**src/w30_pkg.sv**
```systemverilog
// Types, constants and residue tables of the wheel-30 sieve counter.
// Depends on nothing.
`default_nettype none
package w30_pkg;

  localparam int WHEEL_SPAN   = 30;
  localparam int LIMIT_W      = 17;
  localparam int COUNT_W      = 14;
  localparam int CB_W         = 4;
  localparam int MV_W         = 18;
  localparam logic [LIMIT_W-1:0] MIN_LIMIT    = 17'd5;
  localparam logic [COUNT_W-1:0] EXTRA_PRIMES = 14'd3;

  typedef logic [7:0][4:0]  res_tbl_t;
  typedef logic [63:0][4:0] tbl5_t;
  typedef logic [63:0][2:0] tbl3_t;
  typedef logic [7:0][2:0]  sq3_t;

  localparam res_tbl_t RES = {5'd29, 5'd23, 5'd19, 5'd17, 5'd13, 5'd11, 5'd7, 5'd1};

  typedef struct packed {
    logic [LIMIT_W-1:0] limit;
    logic               err;
  } w30_job_t;

  typedef struct packed {
    logic [COUNT_W-1:0] count;
    logic               err;
  } w30_res_t;

  function automatic int f_ridx(int v);
    int m;
    for (m = 0; m < 8; m++) begin
      if (int'(RES[m]) == v) return m;
    end
    return -1;
  endfunction

  // even step s from residue a for prime residue p; want 0 gives s, 1 the next index, 2 the carry
  function automatic int f_step(int a, int p, int want);
    int s;
    int m;
    for (s = 2; s < WHEEL_SPAN; s += 2) begin
      m = f_ridx((int'(RES[a]) + s * int'(RES[p])) % WHEEL_SPAN);
      if (m >= 0) begin
        if (want == 0) return s;
        if (want == 1) return m;
        return (int'(RES[a]) + s * int'(RES[p])) / WHEEL_SPAN;
      end
    end
    return (want == 0) ? 2 : 0;
  endfunction

  function automatic tbl5_t f_len_tbl();
    tbl5_t t;
    int a;
    int p;
    for (a = 0; a < 8; a++)
      for (p = 0; p < 8; p++) t[a*8+p] = 5'(f_step(a, p, 0));
    return t;
  endfunction

  function automatic tbl3_t f_next_tbl();
    tbl3_t t;
    int a;
    int p;
    for (a = 0; a < 8; a++)
      for (p = 0; p < 8; p++) t[a*8+p] = 3'(f_step(a, p, 1));
    return t;
  endfunction

  function automatic tbl5_t f_carry_tbl();
    tbl5_t t;
    int a;
    int p;
    for (a = 0; a < 8; a++)
      for (p = 0; p < 8; p++) t[a*8+p] = 5'(f_step(a, p, 2));
    return t;
  endfunction

  function automatic sq3_t f_sqidx_tbl();
    sq3_t t;
    int p;
    int m;
    for (p = 0; p < 8; p++) begin
      m = f_ridx((int'(RES[p]) * int'(RES[p])) % WHEEL_SPAN);
      t[p] = (m >= 0) ? 3'(m) : 3'd0;
    end
    return t;
  endfunction

  function automatic res_tbl_t f_sqdiv_tbl();
    res_tbl_t t;
    int p;
    for (p = 0; p < 8; p++) t[p] = 5'((int'(RES[p]) * int'(RES[p])) / WHEEL_SPAN);
    return t;
  endfunction

  localparam tbl5_t    STEP_LEN  = f_len_tbl();
  localparam tbl3_t    STEP_NEXT = f_next_tbl();
  localparam tbl5_t    STEP_CARRY = f_carry_tbl();
  localparam sq3_t     SQ_IDX    = f_sqidx_tbl();
  localparam res_tbl_t SQ_DIV    = f_sqdiv_tbl();

endpackage
`default_nettype wire

```
**src/w30_front.sv**
```systemverilog
// Front end: accepts limits, flags out-of-range ones, queues jobs (two entries).
// Depends on w30_pkg.
`default_nettype none
module w30_front #(
  parameter int WHEEL_BYTES = 4096
) (
  input  wire logic                     clk,
  input  wire logic                     rst_n,
  input  wire logic                     in_valid,
  output logic                          in_ready,
  input  wire logic [16:0]              in_limit,
  output logic                          job_valid,
  input  wire logic                     job_ready,
  output w30_pkg::w30_job_t             job
);
  import w30_pkg::*;

  localparam logic [21:0] MAX_LIMIT = 22'(WHEEL_SPAN * WHEEL_BYTES - 1);

  w30_job_t   q_r [2];
  logic       wp_r, rp_r;
  logic [1:0] cnt_r;
  w30_job_t   new_job;
  logic       push, pop;

  always_comb begin
    new_job.limit = in_limit;
    new_job.err   = (in_limit < MIN_LIMIT) || ({5'b0, in_limit} > MAX_LIMIT);
  end

  assign in_ready  = (cnt_r != 2'd2);
  assign job_valid = (cnt_r != 2'd0);
  assign job       = q_r[rp_r];
  assign push      = in_valid && in_ready;
  assign pop       = job_valid && job_ready;

  always_ff @(posedge clk) begin
    if (!rst_n) begin
      wp_r  <= 1'b0;
      rp_r  <= 1'b0;
      cnt_r <= 2'd0;
    end else begin
      if (push) wp_r <= ~wp_r;
      if (pop)  rp_r <= ~rp_r;
      cnt_r <= cnt_r + {1'b0, push} - {1'b0, pop};
    end
  end

  always_ff @(posedge clk) begin
    if (push) q_r[wp_r] <= new_job;
  end
endmodule
`default_nettype wire

```
**config.mk**
```make
export PLATFORM = sky130hd
export DESIGN_NAME = w30_front
export DESIGN_NICKNAME = d
export VERILOG_FILES = /design/src/w30_pkg.sv /design/src/w30_front.sv
export SDC_FILE = /design/constraint.sdc
export NUM_CORES = 1
export LEC_CHECK = 0
export ABC_AREA = 0
export BUFFER_PORTS_ARGS = -buffer_cell sky130_fd_sc_hd__buf_2
export CAP_MARGIN = 20
export CORE_MARGIN = 4
export CORE_UTILIZATION = 45
export CTS_BUF_LIST = sky130_fd_sc_hd__clkbuf_8
export CTS_CLUSTER_DIAMETER = 40
export CTS_CLUSTER_SIZE = 40
export DETAILED_ROUTE_END_ITERATION = 7
export GPL_TIMING_DRIVEN = 0
export HOLD_SLACK_MARGIN = 0.02
export MAX_ROUTING_LAYER = met4
export PLACE_DENSITY = 0.77
export SLEW_MARGIN = 40
export SYNTH_ARGS = -nofsm -noshare
export SYNTH_HDL_FRONTEND = slang
export SYNTH_SLANG_ARGS = --single-unit
export TNS_END_PERCENT = 10
```
**constraint.sdc**
```tcl
create_clock -name clk -period 4 [get_ports clk]
set_clock_uncertainty 0.15 [all_clocks]
set_input_delay 0.2 -clock clk [delete_from_list [all_inputs] [get_ports clk]]
set_output_delay 0.2 -clock clk [all_outputs]
set_load 0.01 [all_outputs]
```
Yosys cells after proc, flatten, opt, wreduce, memory -nomap -nowiden
Memories as Yosys holds them, arrays and structs flattened. A register that Yosys moved wholly into a read port is not among the register bits.
Cells that the tools add are included.

storage, ports and cells
  word-level logic and storage cells = 19
  latch bits = 0
  flip-flop bits (word level) = 4
  bits in writable memories = 36
  bits in read-only memories = 0
  memories = 1

memory list
  name  words  width  rd ports  clocked after memory_dff  wr ports  RTL line         RTL
  q_r   2      18     1         1                         1         w30_front.sv:20  w30_job_t q_r [2];

cells by class
  divide/modulo/power cells = 0
  equality and inequality tests = 1
  order comparisons = 2
  $mul = 0
  $add $sub $neg = 2
  muxes and demuxes = 4
  reduce and logical (&&, ||, !) cells = 4
  bitwise gates (word level) = 2
  shifts and indexed selects = 0

operator list
  operator                number
  $gt A17 B17 Y1 const B  1
  $lt A17 B3 Y1 const B   1
  $mux W1                 4
  $add A2 B1 Y2           1
  $logic_and A1 B1 Y1     2
  $ne A2 B2 Y1 const B    1
  $not A1 Y1              2
  $reduce_bool A2 Y1      1
  $sub A2 B1 Y2           1
  $logic_or A1 B1 Y1      1

Logic depth before layout (Yosys ltp)
  depth after elaboration = 4
  mapped depth = 8
  depth with buffers taken out = 8

Worst setup path after synthesis
OpenSTA, ideal clock, no wires.

  path type = register to register
  start = register cnt_r[0]
  end = register cnt_r[1]
  cell stages (with the launch flop) = 9
  slack = 2.379 ns
  period minus slack after synthesis = 1.621 ns
  data arrival time = 1.356 ns
  cell sequence = dfxtp_1 -> nand2b_2 -> nand2_1 -> ha_1 -> inv_1 -> ha_1 -> xor2_1 -> xnor2_1 -> nor2_1

between the ends
  word-level cells in the longest chain between the ends = 4
  elaborated cells on any way between the ends = 6

ends and longest elaborated chain
  what                      RTL line         RTL
  start: declaration        w30_front.sv:22  logic [1:0] cnt_r;
  start signal: assignment  w30_front.sv:45  cnt_r <= cnt_r + {1'b0, push} - {1'b0, pop};
  $ne A2 B2 Y1              w30_front.sv:31  assign in_ready = (cnt_r != 2'd2);
  via in_ready              w30_front.sv:10  output logic in_ready,
  $logic_and A1 B1 Y1       w30_front.sv:34  assign push = in_valid && in_ready;
  $add A2 B1 Y2             w30_front.sv:45
  $sub A2 B1 Y2             w30_front.sv:45

The timed path passes the listed nets, and every way through them passes these cells.
A chain may end at the register's enable or synchronous reset.

==> flow_metrics.env <==
export IMPL_grt_max_degree=19
export IMPL_ys_seq_area_frac=0.726
export IMPL_synth_edf_count=36
export IMPL_hpwlAfterDp_um=1860
export IMPL_syn_nets=113
export IMPL_ys_ff_latch=41
export IMPL_cp_start_kind="flop"
export IMPL_sequentialPowerShare=0.459
export IMPL_period_needed_ns=1.74
export IMPL_clock_latency_ns=0.28
export IMPL_cts_resized_gates=0
export IMPL_clk_pin_slew_ns=0.07
export IMPL_r2r_end="q_r[0][4]$_DFFE_PP_"
export IMPL_netSwitchingPower_mw=0.311
export IMPL_die_height_um=68.1
export IMPL_clock_power_share=0.254
export IMPL_worst_slew_pin_slew_ns=0.704
export IMPL_drc=0
export IMPL_min_from="in_valid"
export IMPL_pre_cts_ws_ns=2.22
export IMPL_coreArea_mm2=0.00342
export IMPL_cts_sinks=41
export IMPL_worst_ep_arrival_time_ns=1.39
export IMPL_antenna_found_initial=0
export IMPL_grt_use_total=0.138
export IMPL_drt_iter0_markers=37
export IMPL_worst_slew_margin_rel=0.530
export IMPL_p_leak_nw=0.864
export IMPL_yosys_top_cells_area="edfxtp_1 66%, mux2_4 9.2%, dfxtp_1 6.1%, mux2_2 5.5%, ha_1 1.5%"
export IMPL_synth_most_common_cell="edfxtp_1"
export IMPL_hold_end="wp_r$_SDFFE_PN0N_"
export IMPL_grt_pass1_vias=982
export IMPL_end_kind="output pin"
export IMPL_p_comb_frac=0.287
export IMPL_cpMostUsedCell="buf_6"
export IMPL_synth_warning_count=0
export IMPL_hold_ws_ns=0.0804
export IMPL_drive_gt1_frac=0.458
export IMPL_crit_path_max_incr_delay_ns=0.32
export IMPL_hold_violations=0
export IMPL_crit_chain="buf_6 > buf_6 > mux2_4 > buf_2"
export IMPL_setup_viol=0
export IMPL_maxSlewViolCount=0
export IMPL_final_period_utilization=0.434
export IMPL_yosys_area_top_type_share=0.664
export IMPL_netlist_top_cells_count="36 x edfxtp_1, 10 x mux2_4, 8 x mux2_2"
export IMPL_area_growth_pct=33.4
export IMPL_synthArstFlopShare=0
export IMPL_switching_share=0.257
export IMPL_p_int_mw=0.900
export IMPL_gp_congestion=0.669
export IMPL_drt_wirelength_per_cell_um=14.0
export IMPL_grt_pass1_wl_um=4320
export IMPL_die_area_mm2=0.00464
export IMPL_reg2reg_from="cnt_r[0]$_SDFF_PN0_"
export IMPL_row_count=21
export IMPL_yosys_area_top_type="edfxtp_1"
export IMPL_vias_per_cell=4.80
export IMPL_cp_top_family="buffers and inverters"
export IMPL_ir_drop_v=0.000383
export IMPL_critPathMaxFanout=10
export IMPL_clockBufferDepth=2
export IMPL_ios=41
export IMPL_syn_area_per_cell_um2=18.1
export IMPL_fin_nets=178
export IMPL_hp_class="in2reg"
export IMPL_rsz0062_at_grt="false"
export IMPL_design_area_mm2=0.00217
export IMPL_insertedDiodeCount=0
export IMPL_syn_inst=90
export IMPL_chipWidth_um=68.1
export IMPL_crit_type="reg2out"
export IMPL_tns_ns=0
export IMPL_wl_um=2820
export IMPL_setup_ws_ns=2.26
export IMPL_vias=964
export IMPL_io_buffer_count=40
export IMPL_cap_violations=0
export IMPL_firstDrtPassIters=4
export IMPL_max_freq_mhz=576
export IMPL_start_util=0.477
export IMPL_gr_total_overflow=0
export IMPL_ys_flop_type="edfxtp_1"
export IMPL_synth_cell_types=24
export IMPL_numCtsBuffers=5
export IMPL_cp_required_ns=3.65
export IMPL_ant_nets=0
export IMPL_root_buffer="clkbuf_8"
export IMPL_power_density_mw_per_mm2=558
export IMPL_crit_buf_inv=3
export IMPL_dpl_cell_area_mm2=0.00189
export IMPL_crit_slowest_cell="dfxtp_1"
export IMPL_status="completed"
export IMPL_cts_tree="yes"
export IMPL_rr_worst_depth=3
export IMPL_syn_cell_area_mm2=0.00163
export IMPL_whs_path_depth=3
export IMPL_cts_max_level=2
export IMPL_r2r_slack_ns=2.30
==> metrics by stage <==
step / instances / total power [mW] / utilization
6_report: 201 / 1.21 / 0.636
5_1_grt: 201 / 1.27 / 0.636
4_1_cts: 201 / 1.22 / 0.635
3_5_place_dp: 176 / 0.905 / 0.552
3_3_place_gp: 176 / 0.893 / 0.552
2_1_floorplan: 90 / 0.795 / -
==> timing repair <==
| item | CTS | global route |
|---|---|---|
| hold buffers | 18 | 0 |
| setup endpoints to repair | 0 | 0 |
| hold endpoints to repair | 35 | 0 |
| buffers inserted | 0 | 0 |
==> kinds of logic after synthesis <==
group	count (synthesis)	share of synthesized area
DFF	41	0.726
muxes	18	0.148
and+or+nand+nor	16	0.0538
AOI/OAI and AO/OA	5	0.0207
buffers and inverters	5	0.0208
xor gates and xnor gates	3	0.0161
adders and majority gates	2	0.0154
==> tightest hold or removal path: stages <==
cell and delay (ns):
buf_2 0.11, a21bo_1 0.11, a21oi_1 0.05
==> how the worst max path moves through the flow <==
stage | to | slack, ns | depth (start not counted)
global route | q_r[0][4]$_DFFE_PP_ | 2.17 | 3
global placement | q_r[1][7]$_DFFE_PP_ | 2.23 | 2
floorplan | cnt_r[1]$_SDFF_PN0_ | 2.38 | 8
finish | job[12] | 2.26 | 4
CTS | q_r[1][16]$_DFFE_PP_ | 2.20 | 2
detailed placement | q_r[1][7]$_DFFE_PP_ | 2.22 | 2
==> cells in the final DEF, fill, tap and decap left out, drive strengths merged, types with 2 or more instances in the layout <==
cell,Yosys,final
nor4,3,3
ha,2,2
dlygate4sd3,0,18
mux2,18,18
clkbuf,0,5
o21ai,2,2
dfxtp,5,5
nand2,2,2
xnor2,2,2
edfxtp,36,36
nor2,4,4
inv,3,3
buf,2,42
==> power groups by stage <==
stage               registers (mW)  clock network (mW)  logic, mW
global placement             0.562                   0      0.331
global route                 0.562               0.328      0.384
CTS                          0.557               0.314      0.353
detailed placement           0.566                   0      0.339
finish                       0.556               0.308      0.347
floorplan                    0.560                   0      0.235
==> cell type report <==
| type | count | area, um2 |
|---|---|---|
| buffer | 2 | 22.5 |
| clock buffer | 5 | 68.8 |
| clock inverter | 2 | 35.0 |
| fill | 269 | 1240 |
| inverter | 3 | 11.3 |
| multi-input combinational | 44 | 414 |
| sequential | 41 | 1180 |
| tap | 46 | 57.6 |
| timing repair buffer | 58 | 380 |
==> metal layers <==
metal  track usage  share of wire
met5             -              0
met4        0.0596          0.016
met3        0.0558          0.084
met2         0.239           0.50
met1         0.137           0.40
==> registers in the layout (all words and copies together), names as in the netlist, named ones only <==
register and flops:
wp_r 1, q_r 36, cnt_r 2, rp_r 1
(Power assumes the default switching activity.)
